$ cat config.mk
export PLATFORM = sky130hd
export DESIGN_NAME = cursor_alpha_blend
export DESIGN_NICKNAME = d
export VERILOG_FILES = /design/src/rtl/cab_pkg.sv /design/src/rtl/cursor_alpha_blend.sv
export SDC_FILE = /design/constraint.sdc
export NUM_CORES = 2
export LEC_CHECK = 0
export ABC_AREA = 0
export ABC_CLOCK_PERIOD_IN_PS = 15200
export BUFFER_PORTS_ARGS = -buffer_cell sky130_fd_sc_hd__buf_2
export CELL_PAD_IN_SITES_DETAIL_PLACEMENT = 0
export CELL_PAD_IN_SITES_GLOBAL_PLACEMENT = 2
export CORE_MARGIN = 4
export CORE_UTILIZATION = 44
export CTS_CLUSTER_SIZE = 28
export DETAILED_ROUTE_END_ITERATION = 16
export GPL_TIMING_DRIVEN = 0
export PLACE_DENSITY_LB_ADDON = 0.1
export SLEW_MARGIN = 20
export SYNTH_ARGS = -nofsm -noshare
export SYNTH_HDL_FRONTEND = slang
export SYNTH_SLANG_ARGS = --single-unit
export TNS_END_PERCENT = 20
$ cat constraint.sdc
create_clock -name i_clk -period 15.2 [get_ports i_clk]
set_input_delay 1.52 -clock i_clk [delete_from_list [all_inputs] [get_ports i_clk]]
set_output_delay 1.52 -clock i_clk [all_outputs]
set_load 0.005 [all_outputs]
$ cat src/rtl/cab_pkg.sv
// cab_pkg: shared widths, register indexes, reset values and the divide-by-255 helper
// for the cursor alpha blender; used by cursor_alpha_blend and cab_checker
// depends on nothing
package cab_pkg;

    // fixed field widths
    localparam int CHAN_BITS       = 8;
    localparam int REG_BITS        = 13;
    localparam int ADDR_BITS       = 24;
    localparam int WORD_BITS       = 32;
    localparam int MIX_BITS        = 16;
    localparam int COORD_BITS_DEF  = 13;
    localparam int CFG_INDEX_BITS  = 1;

    // configuration register indexes
    typedef enum logic [CFG_INDEX_BITS-1:0] {
        CFG_FRAME_WIDTH  = 1'b0,
        CFG_FRAME_HEIGHT = 1'b1
    } t_cfg_index;

    // register reset values
    localparam logic [REG_BITS-1:0] FRAME_WIDTH_RST  = 13'd1920;
    localparam logic [REG_BITS-1:0] FRAME_HEIGHT_RST = 13'd1080;

    // full-scale channel value
    localparam logic [CHAN_BITS-1:0] CHAN_MAX = 8'hFF;

    // exact floor(v/255) for v up to 255*255: (v + (v>>8) + 1) >> 8
    function automatic logic [CHAN_BITS-1:0] div255(input logic [MIX_BITS-1:0] v);
        logic [MIX_BITS:0] t;
        t = {1'b0, v} + {9'd0, v[MIX_BITS-1:CHAN_BITS]} + {{MIX_BITS{1'b0}}, 1'b1};
        return CHAN_BITS'(t >> CHAN_BITS);
    endfunction

endpackage

$ cat src/rtl/cursor_alpha_blend.sv
// cursor_alpha_blend: three-stage source-over blender for ARGB8888 cursor pixels
// depends on cab_pkg (widths, register indexes, div255)
//
// Usage
//   Input channel: drive the pixel fields and pulse i_start; a beat is taken at every
//   rising edge with i_start high and o_busy low. o_busy stays low, so one beat per
//   clock is taken with no gaps.
//   Result channel: o_valid marks one result beat for exactly one cycle, carrying
//   o_write_enable, o_write_address and o_blended_word. The receiver must take it;
//   there is no back-pressure and nothing in the pipe ever waits.
//   Throughput is one pixel per clock; each beat passes through the three register
//   stages (products, sums, divide by 255 and pack) on its way to its result beat.
//   Out-of-bounds or fully transparent pixels still give a result beat, with write
//   enable, address and word all zero.
//   Configuration: i_cfg_we with i_cfg_index / i_cfg_data writes frame width or
//   height at the edge; write only while no beat is in flight.
//   Reset (synchronous, active low) empties the pipe and restores 1920 x 1080.
module cursor_alpha_blend #(
    parameter int COORD_BITS = cab_pkg::COORD_BITS_DEF
) (
    input  logic                                i_clk,
    input  logic                                i_rst_n,
    // configuration port
    input  logic                                i_cfg_we,
    input  logic [cab_pkg::CFG_INDEX_BITS-1:0]  i_cfg_index,
    input  logic [cab_pkg::REG_BITS-1:0]        i_cfg_data,
    // input beat
    input  logic                                i_start,
    output logic                                o_busy,
    input  logic [COORD_BITS-1:0]               i_pos_x,
    input  logic [COORD_BITS-1:0]               i_pos_y,
    input  logic [cab_pkg::CHAN_BITS-1:0]       i_src_red,
    input  logic [cab_pkg::CHAN_BITS-1:0]       i_src_green,
    input  logic [cab_pkg::CHAN_BITS-1:0]       i_src_blue,
    input  logic [cab_pkg::CHAN_BITS-1:0]       i_src_alpha,
    input  logic [cab_pkg::WORD_BITS-1:0]       i_dest_word,
    // result beat
    output logic                                o_valid,
    output logic                                o_write_enable,
    output logic [cab_pkg::ADDR_BITS-1:0]       o_write_address,
    output logic [cab_pkg::WORD_BITS-1:0]       o_blended_word
);
    import cab_pkg::*;

    localparam int CMP_BITS = (COORD_BITS > REG_BITS) ? COORD_BITS : REG_BITS;
    localparam int PROD_BITS = COORD_BITS + REG_BITS;
    localparam int MUL_BITS = (PROD_BITS > ADDR_BITS) ? PROD_BITS : ADDR_BITS;

    // configuration registers
    logic [REG_BITS-1:0] r_frame_width;
    logic [REG_BITS-1:0] r_frame_height;

    always_ff @(posedge i_clk) begin
        if (!i_rst_n) begin
            r_frame_width  <= FRAME_WIDTH_RST;
            r_frame_height <= FRAME_HEIGHT_RST;
        end else if (i_cfg_we) begin
            unique case (t_cfg_index'(i_cfg_index))
                CFG_FRAME_WIDTH:  r_frame_width  <= i_cfg_data;
                CFG_FRAME_HEIGHT: r_frame_height <= i_cfg_data;
                default: ;
            endcase
        end
    end

    // the pipe never stalls
    assign o_busy = 1'b0;

    logic accept;
    assign accept = i_start && !o_busy;

    // stage 1: bounds check and all products
    logic                 n_keep1;
    logic [CHAN_BITS-1:0] n_inv_a;
    logic [ADDR_BITS-1:0] n_row_prod;

    logic                 r_v1;
    logic                 r_keep1;
    logic [CHAN_BITS-1:0] r_sa1;
    logic [MIX_BITS-1:0]  r_sr_p, r_sg_p, r_sb_p;
    logic [MIX_BITS-1:0]  r_dr_p, r_dg_p, r_db_p, r_da_p;
    logic [ADDR_BITS-1:0] r_row_base;
    logic [COORD_BITS-1:0] r_x1;

    always_comb begin
        n_keep1 = (CMP_BITS'(i_pos_x) < CMP_BITS'(r_frame_width))
               && (CMP_BITS'(i_pos_y) < CMP_BITS'(r_frame_height))
               && (i_src_alpha != '0);
        n_inv_a = CHAN_MAX - i_src_alpha;
        n_row_prod = ADDR_BITS'(MUL_BITS'(i_pos_y) * MUL_BITS'(r_frame_width));
    end

    always_ff @(posedge i_clk) begin
        if (!i_rst_n) begin
            r_v1 <= 1'b0;
        end else begin
            r_v1 <= accept;
        end
    end

    always_ff @(posedge i_clk) begin
        r_keep1    <= n_keep1;
        r_sa1      <= i_src_alpha;
        r_sr_p     <= MIX_BITS'(i_src_red)   * MIX_BITS'(i_src_alpha);
        r_sg_p     <= MIX_BITS'(i_src_green) * MIX_BITS'(i_src_alpha);
        r_sb_p     <= MIX_BITS'(i_src_blue)  * MIX_BITS'(i_src_alpha);
        r_dr_p     <= MIX_BITS'(i_dest_word[23:16]) * MIX_BITS'(n_inv_a);
        r_dg_p     <= MIX_BITS'(i_dest_word[15:8])  * MIX_BITS'(n_inv_a);
        r_db_p     <= MIX_BITS'(i_dest_word[7:0])   * MIX_BITS'(n_inv_a);
        r_da_p     <= MIX_BITS'(i_dest_word[31:24]) * MIX_BITS'(n_inv_a);
        r_row_base <= n_row_prod;
        r_x1       <= i_pos_x;
    end

    // stage 2: channel sums and linear address
    logic                 r_v2;
    logic                 r_keep2;
    logic [CHAN_BITS-1:0] r_sa2;
    logic [MIX_BITS-1:0]  r_mix_r, r_mix_g, r_mix_b, r_mix_a;
    logic [ADDR_BITS-1:0] r_addr2;

    always_ff @(posedge i_clk) begin
        if (!i_rst_n) begin
            r_v2 <= 1'b0;
        end else begin
            r_v2 <= r_v1;
        end
    end

    always_ff @(posedge i_clk) begin
        r_keep2 <= r_keep1;
        r_sa2   <= r_sa1;
        r_mix_r <= r_sr_p + r_dr_p;
        r_mix_g <= r_sg_p + r_dg_p;
        r_mix_b <= r_sb_p + r_db_p;
        r_mix_a <= r_da_p;
        r_addr2 <= r_row_base + ADDR_BITS'(r_x1);
    end

    // stage 3: divide by 255, pack, zero dropped pixels
    logic [CHAN_BITS-1:0] n_out_a;
    logic [WORD_BITS-1:0] n_word;

    always_comb begin
        n_out_a = r_sa2 + div255(r_mix_a);
        n_word  = {n_out_a, div255(r_mix_r), div255(r_mix_g), div255(r_mix_b)};
    end

    logic                 r_valid;
    logic                 r_we;
    logic [ADDR_BITS-1:0] r_addr;
    logic [WORD_BITS-1:0] r_word;

    always_ff @(posedge i_clk) begin
        if (!i_rst_n) begin
            r_valid <= 1'b0;
            r_we    <= 1'b0;
        end else begin
            r_valid <= r_v2;
            r_we    <= r_v2 && r_keep2;
        end
    end

    always_ff @(posedge i_clk) begin
        r_addr <= r_keep2 ? r_addr2 : '0;
        r_word <= r_keep2 ? n_word  : '0;
    end

    assign o_valid         = r_valid;
    assign o_write_enable  = r_we;
    assign o_write_address = r_addr;
    assign o_blended_word  = r_word;

endmodule

After elaboration in Yosys (flattened, before gate mapping)
Cells that the tools add are included.
{"block": "word_totals", "in_bits": 108, "regBits": 341}
{"block": "op_classes", "multipliers": 8, "reduce_logical": 6, "add_sub_neg": 14, "order_cmp": 2, "bitwise_logic": 1}
{"op": "$mul A8 B8 Y16", "n": 7}
{"op": "$add A16 B1 Y16 const B", "n": 4}
{"op": "$add A16 B8 Y16", "n": 4}
{"op": "$add A16 B16 Y16", "n": 3}
{"op": "$lt A13 B13 Y1", "n": 2}
{"op": "$add A24 B13 Y24", "n": 1}
{"op": "$mul A13 B13 Y24", "n": 1}
{"op": "$add A8 B8 Y8", "n": 1}
{"op": "$reduce_bool A8 Y1", "n": 1}
{"op": "$sub A8 B8 Y8 const A", "n": 1}
{"op": "$reduce_and A2 Y1", "n": 2}
{"op": "$logic_and A1 B1 Y1", "n": 3}
{"op": "$not A1 Y1", "n": 1}

Longest topological paths before layout
{"block": "depth", "ltp_word": 3, "depth_mapped": 20}

Least setup slack after synthesis
OpenSTA, ideal clock, no wires.
{"block": "synth_path", "path_kind": "input -> register", "startpoint": "input i_pos_y[8]", "endpoint": "register r_row_base[16]", "path_stages": 19, "t_arrival_ps": 6034, "setup_ps": 129, "setup_slack_ps": 9037, "path_cell_list": "clkbuf_1 > and2_1 > fa_1 > inv_1 > fa_1 > inv_1 > fa_1 > fa_1 > inv_1 > fa_1 > inv_1 > ha_1 > o21a_1 > o31ai_1 > a211oi_1 > o21ai_0 > nand2_1 > a2111oi_0 > nor2_1"}
{"block": "synth_between", "elab_chain_cells": 1}
{"element": "from (decl)", "line_no": "cursor_alpha_blend.sv:31", "text": "input logic [COORD_BITS-1:0] i_pos_y,"}
{"element": "$mul A13 B13 Y24", "line_no": "cursor_alpha_blend.sv:90", "text": "n_row_prod = ADDR_BITS'(MUL_BITS'(i_pos_y) * MUL_BITS'(r_frame_width));"}
{"element": "named net n_row_prod[16]", "line_no": "cursor_alpha_blend.sv:75", "text": "logic [ADDR_BITS-1:0] n_row_prod;"}
{"element": "to (signal assigned)", "line_no": "cursor_alpha_blend.sv:111", "text": "r_row_base <= n_row_prod;"}
{"element": "to (decl)", "line_no": "cursor_alpha_blend.sv:82", "text": "logic [ADDR_BITS-1:0] r_row_base;"}
The timed path passes the listed nets, and every way through them passes these cells.
A chain may end at the register's enable or synchronous reset.

Worst setup path in the final report
{"block": "layout_path", "startpoint": "input i_src_alpha[2] (netlist bit)", "endpoint": "register r_sr_p[15]"}
{"block": "layout_between", "elab_chain_cells": 1}
{"element": "from (decl)", "line_no": "cursor_alpha_blend.sv:35", "text": "input logic [cab_pkg::CHAN_BITS-1:0] i_src_alpha,"}
{"element": "$mul A8 B8 Y16", "line_no": "cursor_alpha_blend.sv:104", "text": "r_sr_p <= MIX_BITS'(i_src_red) * MIX_BITS'(i_src_alpha);"}
{"element": "to (signal assigned)", "line_no": "cursor_alpha_blend.sv:104"}
{"element": "to (decl)", "line_no": "cursor_alpha_blend.sv:80", "text": "logic [MIX_BITS-1:0] r_sr_p, r_sg_p, r_sb_p;"}
Every way passes these cells.

==> metrics.md <==
| Metric | Value |
|---|---|
| Outcome | complete, no violations |
| Post-synth EDFFs | 0 |
| Vias in the first global route | 24912 |
| Max frequency | 0.148 GHz |
| Final Max Slew Viols | 0 |
| Post-synthesis mux area share | 0.000311 |
| Post-synth cell types | 64 |
| Sequential element share of the synthesized area | 0.212 |
| Largest net degree at the start of global routing | 14 |
| I/O Buffers | 162 |
| Worst endpoint required time | 15.66 ns |
| Final hold violations | 0 |
| Worst-Margin Slew | 1.03 ns |
| Drt initial violations | 1117 |
| Syn nets | 4375 |
| Die Ht | 278 um |
| Post-CTS Setup Bufs | 0 |
| Die width | 278 um |
| FF+latch area | 6830 sq um |
| P_leak | 17.4 nW |
| CTS sink cnt | 341 |
| Worst-path clk slew | 0.06 ns |
| Critical Path Fanout Max | 10 |
| I/O pin cnt | 167 |
| TNS Setup | 0 ns |
| Initial antenna violation count | 9 |
| Vias/cell | 5.05 |
| Ys flop type | dfxtp_1 |
| Multi-input logic area | 22900 sq um |
| Minimum clock period | 6.78 ns |
| Gate Count Post-Synth | 3459 |
| Async SR Flop Fraction | 0 |
| Hold buffers post-CTS | 0 |
| Power Dens Cells | 158 nW/um^2 |
| Simple-gate share of the synthesized area | 0.179 |
| Worst-skew pair later-pin latency | 0.57 ns |
| Number of clock buffers inserted by TritonCTS | 41 |
| Most frequent cells in the layout | inv_1 (553), ha_1 (431), fa_1 (377) |
| Total congestion overflow | 0 |
| Rel. slew slack | 0.314 |
| Core Rows | 98 |
| Complex-gate fraction of the synthesized area | 0.0807 |
| Seq cells post-synth | 341 |
| Deepest clock path buffer count | 3 |
| Total wire length | 85100 um |
| Crit path capture type | register |
| Critical path class | in2reg |
| # setup viols final | 0 |
| Layout cells sized above 1 | 0.0682 |
| DR pass1 iterations | 6 |
| Post-Synthesis Cell Area | 32200 sq um |
| Core Box Area | 72000 sq um |
| Commonest non-fill, non-tap cell in the layout | inv_1 |
| Avg Inst Size Synth | 9.30 sq um |
| GR Util All Layers | 0.220 |
| Worst EP arrival | 7.24 ns |
| GP Congestion | 0.868 |
| Routed wire per std cell | 18.3 um |
| MaxCap Viol Count | 0 |
| Synth Area in Adders | 0.402 |
| Global-route wire length before repair | 136000 um |
| Initial Util | 0.447 |
| Via count | 23487 |
| Post-route DRC | 0 |
| DP HPWL | 70100 um |
| CP Launch Type | input port |
| Worst Skew | 0.0218 ns |
| Filler instances | 6818 |
| Syn. warnings | 0 |
| H-Tree Level Count | 2 |
| TritonCTS clock tree | built |
| HP Class | reg2reg |
| Pwr Total | 5.63 mW |
| Routed Antenna Nets | 0 |
| Root buf cell | clkbuf_16 |
| Main combinational cell family by area after synthesis | adder cells |
| Post-synthesis xor/xnor area fraction | 0.0501 |
| Resized cells post-CTS | 0 |
| Die ar. | 77500 sq um |
| Maximum vdd ir drop | 157 uV |
| Layout area overhead | 10.5% |
| Period Utilization, post-route | 0.446 |
| Nets | 4580 |
| RSZ-0062 raised after global routing | no |
[metrics by stage]
step | std cells | worst slack [ns] | hold slack [ns] | utilization | instance area [sq um]
CTS | 4647 | 8.47 | 0.326 | 0.494 | 35600
detailed placement | 4571 | 7.89 | 0.312 | 0.475 | 34200
floorplan | 3459 | 9.04 | 0.310 | - | 32200
global route | 4647 | 8.10 | 0.331 | 0.494 | 35600
finish | 4650 | 8.42 | 0.322 | 0.494 | 35600
global placement | 4571 | 7.91 | 0.311 | 0.475 | 34200
[area by class of cell]
type | count | area share
flip-flops and latches | 341 | 0.192
multi-input cells | 2473 | 0.645
plain buffers | 92 | 0.00988
diodes | 3 | 0.000211
repair buffers | 162 | 0.0228
well taps | 950 | 0.0334
clock inverters | 25 | 0.00791
clock buffers | 51 | 0.0310
inverters | 553 | 0.0583
[power by group]
| part | total [mW] | internal [mW] | switching (mW) |
|---|---|---|---|
| sequential | 1.39 | 1.23 | 0.163 |
| combinational | 3.23 | 1.45 | 1.79 |
| clock | 0.999 | 0.591 | 0.408 |
| total | 5.63 | 3.27 | 2.36 |
[logic make-up after synthesis]
kind of cell             count (synthesis)
multiplexers                             1
AO/OA/AOI/OAI                          397
adder cells (fa/ha/maj)                808
XOR/XNOR                               184
flip-flops                             341
AND/OR/NAND/NOR                       1082
other                                    1
buffers and inverters                  645
[per-layer routing]
metal  track usage  part of all wire  routed length, um
met5             0           0.00090                 77
met4        0.0455             0.020               1670
met3        0.0289             0.042               3610
met2         0.382              0.49              41300
met1         0.296              0.45              38400
[critical path, cell delays in order]
cell	delay, ns
buf_2	0.14
clkbuf_1	0.73
clkbuf_1	0.59
nand2_1	0.18
fa_1	0.54
fa_1	0.54
inv_1	0.05
fa_1	0.48
inv_1	0.05
fa_1	0.48
inv_1	0.04
ha_1	0.32
o21a_1	0.13
o31a_1	0.12
o211ai_1	0.21
a21oi_1	0.09
a2111oi_1	0.62
a21oi_1	0.17
xnor2_1	0.21
[sequential cells by signal, summed over array words and instances, names as in the netlist, 8 cells and up]
| signal | flops |
|---|---|
| o_blended_word | 32 |
| o_write_address | 24 |
| r_addr2 | 24 |
| r_da_p | 16 |
| r_db_p | 16 |
| r_dg_p | 16 |
| r_dr_p | 16 |
| r_frame_height | 13 |
| r_frame_width | 13 |
| r_mix_a | 16 |
| r_mix_b | 16 |
| r_mix_g | 16 |
| r_mix_r | 16 |
| r_row_base | 24 |
| r_sa1 | 8 |
| r_sa2 | 8 |
| r_sb_p | 16 |
| r_sg_p | 16 |
| r_sr_p | 16 |
| r_x1 | 13 |
[Yosys cell counts (6+ instances only)]
master | number | area share
dfxtp_1 | 341 | 0.21
nor2b_1 | 170 | 0.033
nand2_1 | 295 | 0.034
nand2b_1 | 135 | 0.026
clkbuf_1 | 89 | 0.010
and2_1 | 256 | 0.050
o21bai_1 | 6 | 0.0014
a21boi_0 | 21 | 0.0049
nand4_1 | 9 | 0.0017
a21o_1 | 23 | 0.0054
or3_1 | 9 | 0.0017
or2_2 | 7 | 0.0014
xnor2_1 | 140 | 0.038
o21a_1 | 39 | 0.0091
a211oi_1 | 15 | 0.0035
nor3_1 | 20 | 0.0031
o311ai_0 | 6 | 0.0016
nor4_1 | 9 | 0.0017
fa_1 | 377 | 0.23
inv_1 | 553 | 0.064
a21oi_1 | 124 | 0.019
o21ai_0 | 71 | 0.011
ha_1 | 431 | 0.17
a2111oi_1 | 7 | 0.0022
a31oi_1 | 7 | 0.0014
xor2_1 | 44 | 0.012
nand3_1 | 33 | 0.0051
o31a_1 | 12 | 0.0033
and4_1 | 7 | 0.0019
nor2_1 | 95 | 0.011
o211ai_1 | 21 | 0.0049
and3_1 | 24 | 0.0047
[worst paths after layout]
check                                              startpoint                      to  slack (ns)  cells after the start
worst min-delay path                        r_da_p[7]$_DFF_P_      r_mix_a[7]$_DFF_P_        0.32                      0
worst max register to register  r_frame_width[4]$_SDFFE_PN0P_  r_row_base[15]$_DFF_P_        9.21                     19
worst min register to register              r_da_p[7]$_DFF_P_      r_mix_a[7]$_DFF_P_        0.32                      0
worst max-delay path                           i_src_alpha[2]      r_sr_p[15]$_DFF_P_        8.42                     19
Power figures use the tool's default switching activity.
